`config.mk`:
```
export PLATFORM = sky130hd
export DESIGN_NAME = lba_to_chs_cylinder_splitter
export DESIGN_NICKNAME = d
export VERILOG_FILES = /design/src/hw/rtl/scs_pkg.sv /design/src/hw/rtl/scs_front.sv /design/src/hw/rtl/scs_queue.sv /design/src/hw/rtl/scs_div.sv /design/src/hw/rtl/scs_back.sv /design/src/hw/rtl/lba_to_chs_cylinder_splitter.sv
export VERILOG_INCLUDE_DIRS = /design/src /design/src/hw/rtl
export SDC_FILE = /design/constraint.sdc
export NUM_CORES = 1
export LEC_CHECK = 0
export ABC_AREA = 1
export BUFFER_PORTS_ARGS = -buffer_cell sky130_fd_sc_hd__clkbuf_2
export CORE_MARGIN = 2
export CORE_UTILIZATION = 54
export CTS_CLUSTER_DIAMETER = 40
export DETAILED_ROUTE_END_ITERATION = 6
export PLACE_DENSITY = 0.76
export SLEW_MARGIN = 20
export SYNTH_ARGS = -nofsm -noshare
export SYNTH_HDL_FRONTEND = slang
export SYNTH_SLANG_ARGS = --single-unit
```
`constraint.sdc`:
```
create_clock -name clk -period 4.5 [get_ports clk]
set_input_delay 0.45 -clock clk [delete_from_list [all_inputs] [get_ports clk]]
set_output_delay 0.45 -clock clk [all_outputs]
set_load 0.005 [all_outputs]
```
`src/hw/rtl/assert_macros.svh`:
```
// ----------------------------------------------------------------------------
// Assertion macros
// Shared concurrent assertion forms for the RTL.
// ----------------------------------------------------------------------------
`ifndef ASSERT_MACROS_SVH
`define ASSERT_MACROS_SVH

// cons must hold whenever ante holds
`define ASSERT_IMPLIES(name, ck, rn, ante, cons) \
    name: assert property (@(posedge ck) disable iff (!rn) (ante) |-> (cons)) \
        else $error("implication check failed");

// cond must never hold
`define ASSERT_NEVER(name, ck, rn, cond) \
    name: assert property (@(posedge ck) disable iff (!rn) !(cond)) \
        else $error("forbidden condition seen");

`endif

```
`src/hw/rtl/scs_pkg.sv`:
```
// ----------------------------------------------------------------------------
// scs_pkg
// Types and constants shared by the cylinder splitter modules.
// ----------------------------------------------------------------------------
`timescale 1ns / 1ps

package scs_pkg;

    localparam logic [1:0] CFG_SPT   = 2'd0;
    localparam logic [1:0] CFG_HEADS = 2'd1;
    localparam logic [1:0] CFG_CYLS  = 2'd2;

    localparam logic [5:0] SPT_RESET   = 6'd18;
    localparam logic [1:0] HEADS_RESET = 2'd2;
    localparam logic [7:0] CYLS_RESET  = 8'd80;

    localparam int QUEUE_DEPTH = 2;
    localparam int DIV_STEPS   = 16;

    typedef enum logic [0:0] {
        REQ_NORMAL,
        REQ_ERROR
    } req_kind_t;

    typedef struct packed {
        req_kind_t   kind;
        logic [1:0]  drive;
        logic [15:0] lba;
        logic [6:0]  count;
    } req_t;

    typedef struct packed {
        logic [5:0] spt;
        logic [1:0] heads;
        logic [7:0] cyls;
    } geom_t;

    typedef struct packed {
        logic       head;
        logic [7:0] track;
        logic [5:0] sector;
        logic [6:0] chunk;
        logic [2:0] sel;
        logic       bad;
        logic       last;
    } result_t;

endpackage

```
`src/hw/rtl/scs_front.sv`:
```
// ----------------------------------------------------------------------------
// scs_front
// Input stage: takes requests, saturates the count, drops empty requests
// and tags requests that hit a zero geometry as errors.
// ----------------------------------------------------------------------------
`timescale 1ns / 1ps

module scs_front
    import scs_pkg::*;
#(
    parameter int MAX_COUNT = 64
)
(
    input  logic        clk,
    input  logic        rst_n,
    input  geom_t       geom,
    input  logic        in_valid,
    output logic        in_ready,
    input  logic [1:0]  in_drive,
    input  logic [15:0] in_lba,
    input  logic [6:0]  in_count,
    output logic        out_valid,
    input  logic        out_ready,
    output req_t        out_req
);

    logic       valid_reg;
    req_t       req_reg;
    req_t       req_next;
    logic       accept;
    logic [6:0] count_sat;

    assign in_ready  = !valid_reg || out_ready;
    assign accept    = in_valid && in_ready;
    assign out_valid = valid_reg;
    assign out_req   = req_reg;

    assign count_sat = (in_count > 7'(MAX_COUNT)) ? 7'(MAX_COUNT) : in_count;

    always_comb
    begin
        req_next.kind  = (geom.spt == 6'd0 || geom.heads == 2'd0) ? REQ_ERROR : REQ_NORMAL;
        req_next.drive = in_drive;
        req_next.lba   = in_lba;
        req_next.count = count_sat;
    end

    always_ff @(posedge clk or negedge rst_n)
    begin
        if (!rst_n)
        begin
            valid_reg <= 1'b0;
        end
        else if (accept)
        begin
            valid_reg <= (in_count != 7'd0);
        end
        else if (out_ready)
        begin
            valid_reg <= 1'b0;
        end
    end

    always_ff @(posedge clk)
    begin
        if (accept)
        begin
            req_reg <= req_next;
        end
    end

endmodule

```
`src/hw/rtl/scs_queue.sv`:
```
// ----------------------------------------------------------------------------
// scs_queue
// Short request queue between the input stage and the chunk engine.
// ----------------------------------------------------------------------------
`timescale 1ns / 1ps

module scs_queue
    import scs_pkg::*;
(
    input  logic clk,
    input  logic rst_n,
    input  logic in_valid,
    output logic in_ready,
    input  req_t in_req,
    output logic out_valid,
    input  logic out_ready,
    output req_t out_req
);

    localparam int PTR_W  = (QUEUE_DEPTH > 1) ? $clog2(QUEUE_DEPTH) : 1;
    localparam int FILL_W = $clog2(QUEUE_DEPTH + 1);

    req_t              entry_reg [QUEUE_DEPTH];
    logic [PTR_W-1:0]  wr_ptr_reg;
    logic [PTR_W-1:0]  rd_ptr_reg;
    logic [FILL_W-1:0] fill_reg;
    logic              push;
    logic              pop;

    function automatic logic [PTR_W-1:0] ptr_inc(input logic [PTR_W-1:0] p);
        ptr_inc = (p == PTR_W'(QUEUE_DEPTH - 1)) ? '0 : p + PTR_W'(1);
    endfunction

    assign in_ready  = (fill_reg != FILL_W'(QUEUE_DEPTH));
    assign out_valid = (fill_reg != '0);
    assign out_req   = entry_reg[rd_ptr_reg];
    assign push      = in_valid && in_ready;
    assign pop       = out_valid && out_ready;

    always_ff @(posedge clk or negedge rst_n)
    begin
        if (!rst_n)
        begin
            wr_ptr_reg <= '0;
            rd_ptr_reg <= '0;
            fill_reg   <= '0;
        end
        else
        begin
            if (push)
            begin
                wr_ptr_reg <= ptr_inc(wr_ptr_reg);
            end
            if (pop)
            begin
                rd_ptr_reg <= ptr_inc(rd_ptr_reg);
            end
            if (push && !pop)
            begin
                fill_reg <= fill_reg + FILL_W'(1);
            end
            else if (pop && !push)
            begin
                fill_reg <= fill_reg - FILL_W'(1);
            end
        end
    end

    always_ff @(posedge clk)
    begin
        if (push)
        begin
            entry_reg[wr_ptr_reg] <= in_req;
        end
    end

endmodule

```
`src/hw/rtl/scs_div.sv`:
```
// ----------------------------------------------------------------------------
// scs_div
// Restoring divider, 16-bit dividend by 8-bit divisor, one bit per cycle.
// ----------------------------------------------------------------------------
`timescale 1ns / 1ps

module scs_div
    import scs_pkg::*;
(
    input  logic        clk,
    input  logic        rst_n,
    input  logic        start,
    input  logic [15:0] dividend,
    input  logic [7:0]  divisor,
    output logic        done,
    output logic [15:0] quotient,
    output logic [7:0]  remainder
);

    localparam int CNT_W = $clog2(DIV_STEPS + 1);

    logic             run_reg;
    logic             done_reg;
    logic [CNT_W-1:0] cnt_reg;
    logic [15:0]      quo_reg;
    logic [7:0]       rem_reg;
    logic [7:0]       dsr_reg;
    logic [8:0]       trial;
    logic [8:0]       diff;
    logic             fits;

    assign trial     = {rem_reg, quo_reg[15]};
    assign diff      = trial - {1'b0, dsr_reg};
    assign fits      = (trial >= {1'b0, dsr_reg});
    assign done      = done_reg;
    assign quotient  = quo_reg;
    assign remainder = rem_reg;

    always_ff @(posedge clk or negedge rst_n)
    begin
        if (!rst_n)
        begin
            run_reg  <= 1'b0;
            done_reg <= 1'b0;
            cnt_reg  <= '0;
        end
        else
        begin
            done_reg <= 1'b0;
            if (start)
            begin
                run_reg <= 1'b1;
                cnt_reg <= CNT_W'(DIV_STEPS);
            end
            else if (run_reg)
            begin
                cnt_reg <= cnt_reg - CNT_W'(1);
                if (cnt_reg == CNT_W'(1))
                begin
                    run_reg  <= 1'b0;
                    done_reg <= 1'b1;
                end
            end
        end
    end

    always_ff @(posedge clk)
    begin
        if (start)
        begin
            quo_reg <= dividend;
            rem_reg <= '0;
            dsr_reg <= divisor;
        end
        else if (run_reg)
        begin
            quo_reg <= {quo_reg[14:0], fits};
            rem_reg <= fits ? diff[7:0] : trial[7:0];
        end
    end

endmodule

```
`src/hw/rtl/scs_back.sv`:
```
// ----------------------------------------------------------------------------
// scs_back
// Chunk engine: locates the first sector by division, then emits one chunk
// per cylinder into a registered result slot.
// ----------------------------------------------------------------------------
`timescale 1ns / 1ps

module scs_back
    import scs_pkg::*;
(
    input  logic    clk,
    input  logic    rst_n,
    input  geom_t   geom,
    input  logic    q_valid,
    output logic    q_ready,
    input  req_t    q_req,
    output logic    res_valid,
    input  logic    res_ready,
    output result_t res
);

    typedef enum logic [1:0] {
        ST_IDLE,
        ST_DIV,
        ST_EMIT
    } state_t;

    localparam result_t ERR_RESULT = '{head: 1'b0, track: 8'd0, sector: 6'd0,
                                       chunk: 7'd0, sel: 3'd0, bad: 1'b1, last: 1'b1};

    state_t      state_reg,     state_next;
    logic        out_valid_reg, out_valid_next;
    result_t     out_res_reg,   out_res_next;
    logic [1:0]  drive_reg,     drive_next;
    logic [6:0]  rem_reg,       rem_next;
    logic [7:0]  spc_reg,       spc_next;
    logic [15:0] track_reg,     track_next;
    logic [7:0]  within_reg,    within_next;

    logic        out_free;
    logic        div_start;
    logic        div_done;
    logic [15:0] div_quo;
    logic [7:0]  div_rem;
    logic [7:0]  spc_calc;
    logic [7:0]  spt8;
    logic [7:0]  spt2;
    logic        head;
    logic [7:0]  sec_m1;
    logic [5:0]  sector;
    logic [7:0]  room;
    logic [6:0]  chunk;
    logic [6:0]  rem_after;
    logic        bad;

    assign out_free  = !out_valid_reg || res_ready;
    assign q_ready   = (state_reg == ST_IDLE) && out_free;
    assign div_start = q_valid && q_ready && (q_req.kind == REQ_NORMAL);
    assign res_valid = out_valid_reg;
    assign res       = out_res_reg;

    assign spc_calc = 8'({2'b00, geom.spt} * {6'd0, geom.heads});

    scs_div u_div (
        .clk       (clk),
        .rst_n     (rst_n),
        .start     (div_start),
        .dividend  (q_req.lba),
        .divisor   (spc_calc),
        .done      (div_done),
        .quotient  (div_quo),
        .remainder (div_rem)
    );

    // head and sector within the cylinder, at most three heads
    always_comb
    begin
        spt8 = {2'b00, geom.spt};
        spt2 = {1'b0, geom.spt, 1'b0};
        if (within_reg >= spt2)
        begin
            head   = 1'b0;
            sec_m1 = within_reg - spt2;
        end
        else if (within_reg >= spt8)
        begin
            head   = 1'b1;
            sec_m1 = within_reg - spt8;
        end
        else
        begin
            head   = 1'b0;
            sec_m1 = within_reg;
        end
        sector    = 6'(sec_m1 + 8'd1);
        room      = spc_reg - within_reg;
        chunk     = ({1'b0, rem_reg} < room) ? rem_reg : room[6:0];
        rem_after = rem_reg - chunk;
        bad       = (track_reg >= {8'd0, geom.cyls});
    end

    always_comb
    begin
        state_next     = state_reg;
        out_valid_next = out_valid_reg;
        out_res_next   = out_res_reg;
        drive_next     = drive_reg;
        rem_next       = rem_reg;
        spc_next       = spc_reg;
        track_next     = track_reg;
        within_next    = within_reg;

        if (out_valid_reg && res_ready)
        begin
            out_valid_next = 1'b0;
        end

        case (state_reg)
            ST_IDLE:
            begin
                if (q_valid && q_ready)
                begin
                    if (q_req.kind == REQ_ERROR)
                    begin
                        out_valid_next = 1'b1;
                        out_res_next   = ERR_RESULT;
                    end
                    else
                    begin
                        state_next = ST_DIV;
                        drive_next = q_req.drive;
                        rem_next   = q_req.count;
                        spc_next   = spc_calc;
                    end
                end
            end
            ST_DIV:
            begin
                if (div_done)
                begin
                    track_next  = div_quo;
                    within_next = div_rem;
                    state_next  = ST_EMIT;
                end
            end
            ST_EMIT:
            begin
                if (out_free)
                begin
                    out_valid_next = 1'b1;
                    if (bad)
                    begin
                        out_res_next = ERR_RESULT;
                        state_next   = ST_IDLE;
                    end
                    else
                    begin
                        out_res_next.head   = head;
                        out_res_next.track  = track_reg[7:0];
                        out_res_next.sector = sector;
                        out_res_next.chunk  = chunk;
                        out_res_next.sel    = {head, drive_reg};
                        out_res_next.bad    = 1'b0;
                        out_res_next.last   = (rem_after == 7'd0);
                        rem_next            = rem_after;
                        if (rem_after == 7'd0)
                        begin
                            state_next = ST_IDLE;
                        end
                        else
                        begin
                            track_next  = track_reg + 16'd1;
                            within_next = 8'd0;
                        end
                    end
                end
            end
            default:
            begin
                state_next = ST_IDLE;
            end
        endcase
    end

    always_ff @(posedge clk or negedge rst_n)
    begin
        if (!rst_n)
        begin
            state_reg     <= ST_IDLE;
            out_valid_reg <= 1'b0;
        end
        else
        begin
            state_reg     <= state_next;
            out_valid_reg <= out_valid_next;
        end
    end

    always_ff @(posedge clk)
    begin
        out_res_reg <= out_res_next;
        drive_reg   <= drive_next;
        rem_reg     <= rem_next;
        spc_reg     <= spc_next;
        track_reg   <= track_next;
        within_reg  <= within_next;
    end

endmodule

```
`src/hw/rtl/lba_to_chs_cylinder_splitter.sv`:
```
// ----------------------------------------------------------------------------
// lba_to_chs_cylinder_splitter
// Splits a disk transfer request into chunks that stay inside one cylinder.
// ----------------------------------------------------------------------------
// A request enters through a register stage and a two-entry queue, so the
// input keeps taking requests while the chunk engine works. For each request
// with a nonzero count the engine locates the first sector by a 16-step
// restoring division of the logical sector by the cylinder size, then gives
// one chunk per cycle while the output is taken. Requests with a zero
// geometry give their error result without a division; requests with a
// zero count give nothing.
`timescale 1ns / 1ps
`include "assert_macros.svh"

module lba_to_chs_cylinder_splitter
    import scs_pkg::*;
#(
    parameter int MAX_COUNT = 64
)
(
    input  logic        clk,
    input  logic        rst_n,
    input  logic        cfg_we,
    input  logic [1:0]  cfg_index,
    input  logic [7:0]  cfg_data,
    input  logic        s_tvalid,
    output logic        s_tready,
    input  logic [31:0] s_tdata,   // drive[1:0], logical_sector[17:2], sector_count[24:18]
    output logic        m_tvalid,
    input  logic        m_tready,
    output logic [31:0] m_tdata,   // head[0], track[8:1], sector[14:9],
                                   // chunk_sectors[21:15], select_byte[24:22]
    output logic        m_tlast,
    output logic        m_tuser    // bad_address
);

    geom_t   geom_reg;
    logic    f_valid;
    logic    f_ready;
    req_t    f_req;
    logic    q_valid;
    logic    q_ready;
    req_t    q_req;
    result_t res;

    always_ff @(posedge clk or negedge rst_n)
    begin
        if (!rst_n)
        begin
            geom_reg.spt   <= SPT_RESET;
            geom_reg.heads <= HEADS_RESET;
            geom_reg.cyls  <= CYLS_RESET;
        end
        else if (cfg_we)
        begin
            case (cfg_index)
                CFG_SPT:   geom_reg.spt   <= cfg_data[5:0];
                CFG_HEADS: geom_reg.heads <= cfg_data[1:0];
                CFG_CYLS:  geom_reg.cyls  <= cfg_data;
                default:   ;
            endcase
        end
    end

    scs_front #(
        .MAX_COUNT (MAX_COUNT)
    ) u_front (
        .clk       (clk),
        .rst_n     (rst_n),
        .geom      (geom_reg),
        .in_valid  (s_tvalid),
        .in_ready  (s_tready),
        .in_drive  (s_tdata[1:0]),
        .in_lba    (s_tdata[17:2]),
        .in_count  (s_tdata[24:18]),
        .out_valid (f_valid),
        .out_ready (f_ready),
        .out_req   (f_req)
    );

    scs_queue u_queue (
        .clk       (clk),
        .rst_n     (rst_n),
        .in_valid  (f_valid),
        .in_ready  (f_ready),
        .in_req    (f_req),
        .out_valid (q_valid),
        .out_ready (q_ready),
        .out_req   (q_req)
    );

    scs_back u_back (
        .clk       (clk),
        .rst_n     (rst_n),
        .geom      (geom_reg),
        .q_valid   (q_valid),
        .q_ready   (q_ready),
        .q_req     (q_req),
        .res_valid (m_tvalid),
        .res_ready (m_tready),
        .res       (res)
    );

    assign m_tdata = {7'd0, res.sel, res.chunk, res.sector, res.track, res.head};
    assign m_tlast = res.last;
    assign m_tuser = res.bad;

    `ASSERT_IMPLIES(a_err_is_last, clk, rst_n, m_tvalid && res.bad, res.last)
    `ASSERT_IMPLIES(a_err_empty, clk, rst_n, m_tvalid && res.bad, res.chunk == 7'd0)
    `ASSERT_NEVER(a_chunk_nonzero, clk, rst_n, m_tvalid && !res.bad && res.chunk == 7'd0)
    `ASSERT_NEVER(a_sector_nonzero, clk, rst_n, m_tvalid && !res.bad && res.sector == 6'd0)

endmodule

```
==> summary.md, run 1 <==
| Metric | Value |
|---|---|
| Unique cell type count in the Yosys netlist | `47` |
| First-pass GRT wire length | `roughly 34,000 microns` |
| Ant diodes | `0` |
| Worst path max stage delay | `0.42 ns` |
| Seq/Total Area, Yosys | `58.1%` |
| Synth async-reset ratio | `14.9%` |
| RSZ-0062 raised after global routing | `true` |
| Layout net count | `1,245` |
| Slew margin rel. | `29.9%` |
| Status | `complete, no violations` |
| FF+latch count, synth | `roughly 210` |
| CP bufs+invs | `5` |
| Clock transition at path regs | `0.06 ns` |
| # DRC | `0` |
| Final Wtd Congestion | `between 0.8 and 0.9` |
| Commonest non-fill, non-tap cell in the layout | `nand2_1` |
| MaxCap Viol Count | `0` |
| Crit path DAT | `4.74 ns` |
| DP Wirelength | `between 15,000 and 20,000 microns` |
| DRT Wirelength | `around 22,000 microns` |
| Number of DRC markers in iteration 0 | `533` |
| Pwr dens | `between 900 and 1000 mW/mm^2` |
| Total track usage | `21.3%` |
| Vias in the first global route | `7,101` |
| Number of flip-flops in the largest register | `52` |
| Buffers on Ports | `68` |
| Largest area contributor in the netlist | `edfxtp_1` |
| Vias post-DR | `roughly 7,400` |
| Chip Width | `around 140 microns` |
| Clock buffer count from CTS | `29` |
| Fin crit period | `roughly 4.4 ns` |
| Top-Level Pins | `83` |
| Core footprint | `0.0188 sq mm` |
| YS warnings | `0` |
| Layout area overhead | `19.1%` |
| Final Max Tran Viols | `0` |
| Family with the most delay on the worst path | `adder cells` |
| Fmax | `~0.23 GHz` |
| Synth top area cells | `edfxtp_1 (49%), nand2_1 (6.9%), ha_1 (6.5%), dfrtp_1 (6.3%), inv_1 (5.5%)` |
| Avg Inst Size Synth | `10.0 sq um` |
| PnR worst setup slack | `0.0627 ns` |
| CTS tree | `done` |
| Wire length per cell | `~16 microns` |
| Hold buffers post-CTS | `0` |
| Chip Height | `142 microns` |
| Top cell type's share of synthesized area | `roughly half` |
| CP most frequent cell | `nand2_2` |
| Synth Flop Type | `edfxtp_1` |
| Largest net degree at the start of global routing | `49` |
| Crit-path slowest cell | `edfxtp_1` |
| Pre-CTS setup slack | `-0.0684 ns` |
| Clock Tree Buf Depth | `3` |
| Setup-failing EPs final | `0` |
| CP required | `4.80 ns` |
| Cells after Synth | `1,032` |
| Vias per inst | `5.34` |
| EDFF count, synth | `approximately 170` |
| Most frequent cells in the layout | `nand2_1 (185), edfxtp_1 (169), inv_1 (144)` |
| Antenna Nets Post-Route | `0` |
| FP Rows | `50` |
| Die ar. | `0.0203 sq mm` |
| Layout cells sized above 1 | `18.5%` |
| Crit path max fanout | `12` |
| Initial antenna violation count | `1` |
| Post-route clock period utilization | `98.6%` |
| CP endpoint kind | `register` |
| Crit start category | `register` |
| Worst vdd ir | `0.513 mV` |
| Grt ovf | `0` |
| Worst Tran Pin Value | `1.05 ns` |
| Hold Vio Cnt, Final | `0` |
| Synthesized area | `roughly 0.010 sq mm` |
| Worst skew pair latency | `0.55 ns` |
| Final core occ | `65.7%` |
| Min-Delay Path Class | `in2async` |
| # H-tree levels | `1` |
| Clock Sinks | `~210` |
| Detailed-router iteration count before antenna repair | `5` |
| Pleak | `0.00544 uW` |
| Clk_skew | `about 0.012 ns` |
| Setup CP Type | `reg2reg` |
| Root buffer cell | `clkbuf_16` |
| Starting Density | `55.2%` |
-- what timing repair did --
action | in CTS | in global routing
pin swaps | 0 | 8
gates resized for setup | 2 | 47
endpoints found under the setup margin | 24 | 26
setup buffers | 1 | 11
gates cloned | 0 | 2
-- cell families (layout without fill, tap and decap cells) --
| logic type | after synthesis | after routing | share of synthesized area, % |
|---|---|---|---|
| xor+xnor | 35 | 35 | 2.96 |
| buf+inv | 188 | 311 | 7.14 |
| mux | 2 | 2 | 0.193 |
| fa+ha+maj | 60 | 60 | 7.69 |
| flops | 208 | 208 | 58.1 |
| other cells | 1 | 7 | 0.0362 |
| simple gates | 387 | 387 | 15.6 |
| compound gates | 151 | 151 | 8.25 |
-- layout make-up --
| cell class | count | area [sq um] |
|---|---|---|
| sequential | 208 | 6020 |
| tap | 234 | 293 |
| clock inverter | 19 | 209 |
| fill | 1425 | 6440 |
| inverter | 156 | 592 |
| timing repair buffer | 101 | 639 |
| multi-input combinational | 642 | 3830 |
| clock buffer | 35 | 748 |
-- per-layer routing --
layer	global-route usage, %	up-vias	share of wire (%)
li1	-	3663	-
met1	28.6	3533	44
met2	35.5	204	48
met3	3.43	47	5.0
met4	6.93	0	2.9
met5	0	-	0
-- power by group --
part | switching (uW) | internal [uW]
Clock | 903 | 1290
Sequential | 423 | 3090
Combinational | 3320 | 2250
-- path summary, 6_finish.rpt --
kind | startpoint | endpoint | slack, ns | depth (start not counted)
worst max register to register | u_back.within_reg[0]$_SDFFCE_PP0P_ | u_back.track_reg[12]$_DFFE_PP_ | 0.06 | 27
worst min register to register | u_front.out_req[23]$_DFFE_PP_ | u_queue.entry_reg[0][23]$_DFFE_PP_ | 0.44 | 0
max in group asynchronous | rst_n | geom_reg[12]$_DFFE_PN0P_ | 3.91 | 1
min in group clk | s_tdata[1] | u_front.out_req[24]$_DFFE_PP_ | 0.08 | 1
worst min-delay path | rst_n | u_queue.fill_reg[1]$_DFFE_PN0P_ | 0.01 | 1
worst max-delay path | u_back.within_reg[0]$_SDFFCE_PP0P_ | u_back.track_reg[12]$_DFFE_PP_ | 0.06 | 27
-- metrics by stage --
step | instances | hold slack, ns | total power (uW) | cell area [sq um] | TNS, ns
2_1_floorplan | 1038 | 0.154 | 6870 | 10400 | 0
3_3_place_gp | 1327 | 0.422 | 8060 | 11000 | 0
3_5_place_dp | 1327 | 0.432 | 8200 | 11000 | -1.61
4_1_cts | 1382 | 0.0164 | 10500 | 12000 | 0
5_1_grt | 1395 | 0.0566 | 12100 | 12300 | -3.65
6_report | 1395 | 0.0149 | 11300 | 12300 | 0
-- Yosys cell counts (7+ instances only) --
cell / instances
dfxtp_1: 8
xnor2_1: 11
dfrtp_1: 26
inv_1: 153
buf_4: 8
a31oi_1: 19
o22ai_1: 7
xor2_1: 24
nor3_1: 8
clkbuf_1: 20
nor2_1: 125
ha_1: 54
nand2_1: 191
nand3_1: 31
a21oi_1: 37
nand4_1: 11
edfxtp_1: 169
o21ai_0: 58
Power figures use the tool's default switching activity.
==> run 2, diff against run 1 <==
--- a/config.mk
+++ b/config.mk
@@ -6,13 +6,12 @@
 export SDC_FILE = /design/constraint.sdc
 export NUM_CORES = 1
 export LEC_CHECK = 0
-export ABC_AREA = 1
-export BUFFER_PORTS_ARGS = -buffer_cell sky130_fd_sc_hd__clkbuf_2
 export CORE_MARGIN = 2
-export CORE_UTILIZATION = 54
+export CORE_UTILIZATION = 55
 export CTS_CLUSTER_DIAMETER = 40
 export DETAILED_ROUTE_END_ITERATION = 6
-export PLACE_DENSITY = 0.76
+export DONT_BUFFER_PORTS = 1
+export PLACE_DENSITY = 0.73
 export SLEW_MARGIN = 20
 export SYNTH_ARGS = -nofsm -noshare
 export SYNTH_HDL_FRONTEND = slang
==> run 2 against run 1 <==
The run now ends with negative setup slack left. Critical path depth did not move. Clock power barely moved. Worst setup slack worse by 0.59 ns. Largest cell class unchanged. First-iteration DRC count down 19%. Fmax fell by 12%. Via count fell by 9.5%. Sequential cell count is the same. Critical endpoint is now u_back.within_reg[3]$_SDFFCE_PP0P_. Count of clock-buffer cells in the layout shrank 4. Area after synthesis about the same. Cell count shrank 12%. Wire length down 4.2%. Global-route usage is essentially flat.
==> summary.md, run 2 <==
| Metric | Value |
|---|---|
| Status | `complete, but fails checks` |
| Violated checks | `negative setup slack` |
| Die ar. | `0.0200 sq mm` |
| Non-filler cells, final | `1,222` |
| R2r endpoint | `u_back.within_reg[3]$_SDFFCE_PP0P_` |
| Setup-failing EPs final | `27` |
| Total track usage | `21.3%` |
| Crit start category | `register` |
| Hold path start | `cfg_data[5]` |
| Hold slack | `0.0324 ns` |
| Path depth of the worst reg2reg path | `27` |
| Detailed-router iteration count before antenna repair | `5` |
| CTS tree | `done` |
| Clock buffer count from CTS | `29` |
| Final Wtd Congestion | `0.901` |
| CP most frequent cell | `inv_2` |
| Net Sw Frac | `between 30 and 40%` |
| FF+latch count, synth | `around 210` |
| MaxCap Viol Count | `0` |
| Synth Flop Type | `edfxtp_1` |
| Top cell type's share of synthesized area | `49.0%` |
| Pleak | `~0.0051 uW` |
| Cells after Synth | `858` |
| Fmax | `just under 0.2 GHz` |
| Top post-synthesis cells by count | `edfxtp_1 (169), o21ai_0 (66), nand2_1 (64)` |
| Pwr dens | `703 mW/mm^2` |
| Layout cells sized above 1 | `around a fifth` |
| Layout area overhead | `21.5%` |
| Clock Tree Buf Depth | `3` |
| Clk_skew | `about 0.011 ns` |
| Post-route clock period utilization | `112%` |
| Number of DRC markers in iteration 0 | `432` |
| Tot Pwr | `8850 uW` |
| FP Rows | `50` |
| Avg Inst Size Synth | `12.1 sq um` |
| Top Layer Used | `met4` |
| Grt ovf | `0` |
| Top-Level Pins | `83` |
| Number of flip-flops in the largest register | `52` |
| PnR worst setup slack | `-0.530 ns` |
| Ant diodes | `0` |
| YS warnings | `0` |
| Gate power share | `39.6%` |
| RSZ-0062 raised after global routing | `true` |
| Seq/Total Area, Yosys | `between 50% and 60%` |
| Clock transition at path regs | `0.06 ns` |
| Fin crit period | `a little over 5 ns` |
| Vias post-DR | `6,737` |
| Core footprint | `0.0186 sq mm` |
| CP endpoint kind | `register` |
| Min-Delay Path Class | `in2reg` |
| Pre-CTS setup slack | `-0.875 ns` |
| Wire length per cell | `17.2 microns` |
| # DRC | `0` |
| Met2 Wirelength | `between 9000 and 10,000 microns` |
| FILL cells | `~1,300` |
| # H-tree levels | `1` |
| Unique cell type count in the Yosys netlist | `62` |
| Hold path depth | `2` |
| Worst skew pair latency | `0.54 ns` |
| Layout net count | `approximately 1,100` |
| Clock Sinks | `between 200 and 250` |
| Total negative slack | `-13.37 ns` |
| Largest net degree at the start of global routing | `55` |
| Synth top area cells | `edfxtp_1 (49%), ha_1 (6.5%), dfrtp_1 (6.3%), o21ai_0 (3.2%), mux2i_1 (2.8%)` |
| Worst path max stage delay | `0.40 ns` |
| Root buffer cell | `clkbuf_16` |
| Flop pwr share | `35.2%` |
| CP required | `4.80 ns` |
| EDFF count, synth | `169` |
| Int Pwr | `5800 uW` |
| Metal-1 WL | `9500 microns` |
| Crit path DAT | `5.33 ns` |
| Initial antenna violation count | `0` |
| Clock Power Share | `roughly a quarter` |
| Setup CP Type | `reg2reg` |
| Sw Pwr | `3050 uW` |
| Most frequent cells in the layout | `edfxtp_1 (169), buf_4 (70), nand2_1 (61), o21ai_0 (61), inv_1 (58)` |
| Worst Tran Pin Value | `0.850 ns` |
| Final Max Tran Viols | `0` |
| Synth async-reset ratio | `between 10% and 20%` |
| Antenna Nets Post-Route | `0` |
| Buffers on Ports | `0` |
| Dpl cells | `about 1,100` |
| Synthesized area | `0.0104 sq mm` |
| WHS Endpoint | `geom_reg[15]$_DFFE_PN0P_` |
| Chip Height | `around 140 microns` |
| R2R setup slack | `-0.53 ns` |
| DRT Wirelength | `21,000 microns` |
| Vias in the first global route | `between 6,000 and 7,000` |
| Met3 WL | `between 1000 and 1500 microns` |
| First-pass GRT wire length | `33,500 microns` |
| Slew margin rel. | `43.3%` |
| Chip Width | `141 microns` |
| Hold Vio Cnt, Final | `0` |
| Crit-path slowest cell | `fa_2` |
| Largest area contributor in the netlist | `edfxtp_1` |
| Crit path max fanout | `5` |
| RR Startpoint | `u_back.spc_reg[0]$_DFFE_PP_` |
| Starting Density | `55.8%` |
| Vias per inst | `roughly 5.5` |
| DP Wirelength | `14,300 microns` |
| Worst vdd ir | `0.690 mV` |
| Most frequent cell after synthesis | `edfxtp_1` |
| Commonest non-fill, non-tap cell in the layout | `edfxtp_1` |
==> run 2: cell count changes in the layout (fill, tap and decap cells not counted), moves of 21 or more <==
cell	change
and2_1	+28
inv_1	-86
nor2_1	-74
buf_4	+41
nand2_1	-124
mux2i_1	+26
clkbuf_2	-68
mux2_2	+21
==> run 2: kinds of logic (layout without fill, tap and decap cells) <==
| kind of cell | Yosys count | count (layout) | synth area share [%] |
|---|---|---|---|
| AND/OR/NAND/NOR | 230 | 230 | 11.3 |
| flip-flops | 208 | 208 | 58.1 |
| AO/OA/AOI/OAI | 161 | 162 | 9.44 |
| buffers and inverters | 94 | 217 | 3.72 |
| adder cells (fa/ha/maj) | 61 | 61 | 7.78 |
| multiplexers | 52 | 52 | 5.36 |
| XOR/XNOR | 51 | 51 | 4.31 |
| other | 1 | 7 | 0.0362 |
==> run 2: worst max path at each step <==
stage                                                    end  slack [ns]  cells past startpoint                   startpoint
after floorplan                u_back.track_reg[0]$_DFFE_PP_       -0.57                     25  u_back.spc_reg[0]$_DFFE_PP_
after global placement    u_back.within_reg[7]$_SDFFCE_PP0P_       -0.78                     25  u_back.spc_reg[0]$_DFFE_PP_
after detailed placement  u_back.within_reg[0]$_SDFFCE_PP0P_       -0.88                     24  u_back.spc_reg[0]$_DFFE_PP_
after CTS                 u_back.within_reg[3]$_SDFFCE_PP0P_       -0.51                     27  u_back.spc_reg[0]$_DFFE_PP_
after global routing           u_back.track_reg[3]$_DFFE_PP_       -0.79                     27  u_back.spc_reg[0]$_DFFE_PP_
final                     u_back.within_reg[3]$_SDFFCE_PP0P_       -0.53                     27  u_back.spc_reg[0]$_DFFE_PP_
==> run 2: what timing repair did <==
action	4_1_cts	5_1_grt
setup buffers	13	7
hold endpoints to repair	50	0
hold buffers	21	0
setup endpoints to repair	28	30
pin swaps	13	9
gates cloned	1	0
gates resized for setup	11	29
==> run 2: routing by layer <==
| metal | vias up | GRT usage (%) |
|---|---|---|
| li1 | 3288 | - |
| met1 | 3199 | 29.8 |
| met2 | 204 | 34.0 |
| met3 | 46 | 4.28 |
| met4 | 0 | 6.11 |
| met5 | - | 0 |
==> run 2: stage by stage <==
| step | instance area, sq um | util [%] |
|---|---|---|
| after floorplan | 10500 | - |
| after global placement | 11100 | 59.5 |
| after detailed placement | 11100 | 59.5 |
| after CTS | 12400 | 66.7 |
| after global routing | 12600 | 67.8 |
| final | 12600 | 67.8 |
==> run 2: power groups by stage <==
stage	clock [uW]	combinational (uW)	sequential, uW
global route	2330	3850	3180
global placement	0	2940	3130
finish	2220	3510	3120
detailed placement	0	3000	3150
floorplan	0	2110	3030
CTS	2250	3150	3120
==> run 2: worst max-delay path: cells and delay by family, from the launching register on <==
family                   cells  cell delay [ns]
adder cells (fa/ha/maj)      5             1.33
buffers and inverters        6             0.52
AO/OA/AOI/OAI                7             1.03
AND/OR/NAND/NOR              8             1.40
flip-flops                   1             0.35
XOR/XNOR                     1             0.15
==> run 2: final cells by class <==
type                            count  area [sq um]  share of cell area (%)
Clock inverter                     23           233                    1.85
Sequential cell                   208          6020                    47.8
Inverter                           61           229                    1.82
Clock buffer                       31           733                    5.82
Multi-Input combinational cell    563          4210                    33.5
Timing Repair Buffer              102           870                    6.91
Tap cell                          234           293                    2.33
==> run 3, diff against run 2 <==
--- a/config.mk
+++ b/config.mk
@@ -6,12 +6,15 @@
 export SDC_FILE = /design/constraint.sdc
 export NUM_CORES = 1
 export LEC_CHECK = 0
+export CELL_PAD_IN_SITES_DETAIL_PLACEMENT = 1
+export CELL_PAD_IN_SITES_GLOBAL_PLACEMENT = 2
 export CORE_MARGIN = 2
-export CORE_UTILIZATION = 55
+export CORE_UTILIZATION = 40
 export CTS_CLUSTER_DIAMETER = 40
 export DETAILED_ROUTE_END_ITERATION = 6
 export DONT_BUFFER_PORTS = 1
-export PLACE_DENSITY = 0.73
+export PLACE_DENSITY = 0.77
+export SETUP_SLACK_MARGIN = 0.3
 export SLEW_MARGIN = 20
 export SYNTH_ARGS = -nofsm -noshare
 export SYNTH_HDL_FRONTEND = slang
==> run 3 against run 2 <==
The run still ends with negative setup slack left. Register-to-register slack worse by 0.19 ns. Non-clock buffer count is 13 lower. Count of clock-buffer cells in the layout is 10 higher. Critical path depth stayed put. Total power is 4.2% higher. Largest power group unchanged. Highest routed layer unchanged.
==> summary.md, run 3 (same netlist as run 2, synthesis figures left out) <==
| Metric | Value |
|---|---|
| Status | `complete, but fails checks` |
| Violated checks | `negative setup slack` |
| Crit start category | `register` |
| Pwr dens | `roughly 720 mW/mm^2` |
| R2r endpoint | `u_back.track_reg[10]$_DFFE_PP_` |
| Vias post-DR | `6,893` |
| Buffers on Ports | `0` |
| Chip Width | `165 microns` |
| Slew margin rel. | `41.3%` |
| Crit-path slowest cell | `edfxtp_1` |
| Clock buffer count from CTS | `34` |
| Clock Tree Buf Depth | `3` |
| Number of DRC markers in iteration 0 | `379` |
| Root buffer cell | `clkbuf_16` |
| PnR worst setup slack | `-0.716 ns` |
| Total track usage | `around a fifth` |
| CP required | `4.72 ns` |
| Largest net degree at the start of global routing | `54` |
| Worst path max stage delay | `between 0.3 and 0.4 ns` |
| Final Wtd Congestion | `0.805` |
| Pre-CTS setup slack | `-1.02 ns` |
| Initial antenna violation count | `0` |
| Grt ovf | `0` |
| Top-Level Pins | `83` |
| Fmax | `0.192 GHz` |
| Starting Density | `a little over 40%` |
| Wire length per cell | `19.2 microns` |
| Post-route clock period utilization | `116%` |
| # DRC | `0` |
| RSZ-0062 raised after global routing | `true` |
| DRT Wirelength | `25,100 microns` |
| Commonest non-fill, non-tap cell in the layout | `edfxtp_1` |
| Layout net count | `1,064` |
| Min-Delay Path Class | `in2reg` |
| Path depth of the worst reg2reg path | `27` |
| CTS tree | `done` |
| Ant diodes | `0` |
| Worst Tran Pin Value | `0.880 ns` |
| Hold Vio Cnt, Final | `0` |
| CP endpoint kind | `register` |
| Vias in the first global route | `7,298` |
| CP most frequent cell | `buf_4` |
| FP Rows | `58` |
| Final Max Tran Viols | `0` |
| # H-tree levels | `2` |
| Total negative slack | `-17.11 ns` |
| Crit path max fanout | `5` |
| Core footprint | `0.0253 sq mm` |
| Worst skew pair latency | `approximately 0.52 ns` |
| Clock transition at path regs | `0.06 ns` |
| DP Wirelength | `17,400 microns` |
| Setup-failing EPs final | `28` |
| Number of flip-flops in the largest register | `52` |
| Layout area overhead | `23.2%` |
| MaxCap Viol Count | `0` |
| Most frequent cells in the layout | `edfxtp_1 (169), buf_4 (74), nand2_1 (61)` |
| Worst setup startpoint | `u_back.spc_reg[0]$_DFFE_PP_` |
| Layout cells sized above 1 | `22.4%` |
| Crit path to | `u_back.track_reg[10]$_DFFE_PP_` |
| Worst vdd ir | `0.422 mV` |
| Antenna Nets Post-Route | `0` |
| Clk_skew | `~0.018 ns` |
| Pleak | `slightly above 0.005 uW` |
| Vias per inst | `5.25` |
| Crit path DAT | `5.44 ns` |
| Clock Sinks | `between 200 and 250` |
| First-pass GRT wire length | `39,100 microns` |
| Die ar. | `0.0272 sq mm` |
| Chip Height | `~160 microns` |
| Detailed-router iteration count before antenna repair | `4` |
| Setup CP Type | `reg2reg` |
| R2R setup slack | `-0.72 ns` |
| Fin crit period | `5.22 ns` |
| RR Startpoint | `u_back.spc_reg[0]$_DFFE_PP_` |
[run 3: changes by cell type in the layout (fill, tap and decap cells not counted), sizes merged]
| cell | previous run | this run |
|---|---|---|
| clkinvlp | 4 | 0 |
| clkbuf | 31 | 41 |
| dlygate4sd3 | 20 | 1 |
| clkinv | 7 | 10 |
| inv | 71 | 69 |
| buf | 82 | 88 |
[run 3: layout make-up]
cell class	instances	area, sq um
inverter	61	229
timing repair buffer	89	773
fill	2627	12600
clock buffer	41	877
multi-input combinational	563	4220
tap	330	413
clock inverter	20	233
sequential	208	6020
[run 3: power breakdown]
group | internal [uW] | leakage, uW | total, uW | switching (uW)
clock network | 1550 | 0.000543 | 2520 | 969
registers | 2810 | 0.00202 | 3150 | 343
logic | 1640 | 0.00252 | 3550 | 1910
total | 6000 | 0.00509 | 9220 | 3220
[run 3: how the worst min path moves through the flow]
stage,to,start,depth (start not counted),slack (ns)
6_report,u_front.out_req[16]$_DFFE_PP_,s_tdata[11],0,0.02
5_1_grt,u_front.out_req[16]$_DFFE_PP_,s_tdata[11],0,0.0005
4_1_cts,u_front.out_req[16]$_DFFE_PP_,s_tdata[11],0,0.0002
3_5_place_dp,u_front.out_valid$_DFFE_PN0P_,rst_n,0,0.16
3_3_place_gp,u_front.out_valid$_DFFE_PN0P_,rst_n,0,0.16
2_1_floorplan,geom_reg[0]$_DFFE_PN0P_,rst_n,0,0.15
[run 3: stage by stage]
step	std cells	utilization [%]	power, uW	cell area [sq um]	hold WS, ns
after floorplan	864	-	5140	10500	0.154
after global placement	1220	44.1	6110	11200	0.156
after detailed placement	1221	44.2	6220	11200	0.156
after CTS	1306	49.9	9060	12600	0.000194
after global routing	1312	50.4	9810	12800	0.000476
final	1312	50.4	9220	12800	0.0200
[run 3: worst max-delay path, delay by kind of cell, from the launching register on]
| kind | cells | cell delay (ns) |
|---|---|---|
| buffers and inverters | 8 | 0.94 |
| AO/OA/AOI/OAI | 9 | 1.58 |
| adder cells (fa/ha/maj) | 4 | 1.07 |
| AND/OR/NAND/NOR | 3 | 0.40 |
| XOR/XNOR | 2 | 0.28 |
| multiplexers | 1 | 0.25 |
| flip-flops | 1 | 0.38 |
[run 3: routing by layer]
layer	wire, microns	global-route usage (%)	part of all wire [%]
met2	11700	30.5	47
met3	1150	3.89	4.6
met4	707	6.96	2.8
met5	0	0	0
met1	11500	25.2	46
[run 3: timing repair]
action | in CTS | in global routing
setup buffers | 20 | 6
pin swaps | 22 | 15
hold buffers | 2 | 0
endpoints found under the hold margin | 31 | 0
gates resized for setup | 29 | 15
setup endpoints to repair | 30 | 31
cloned | 2 | 0
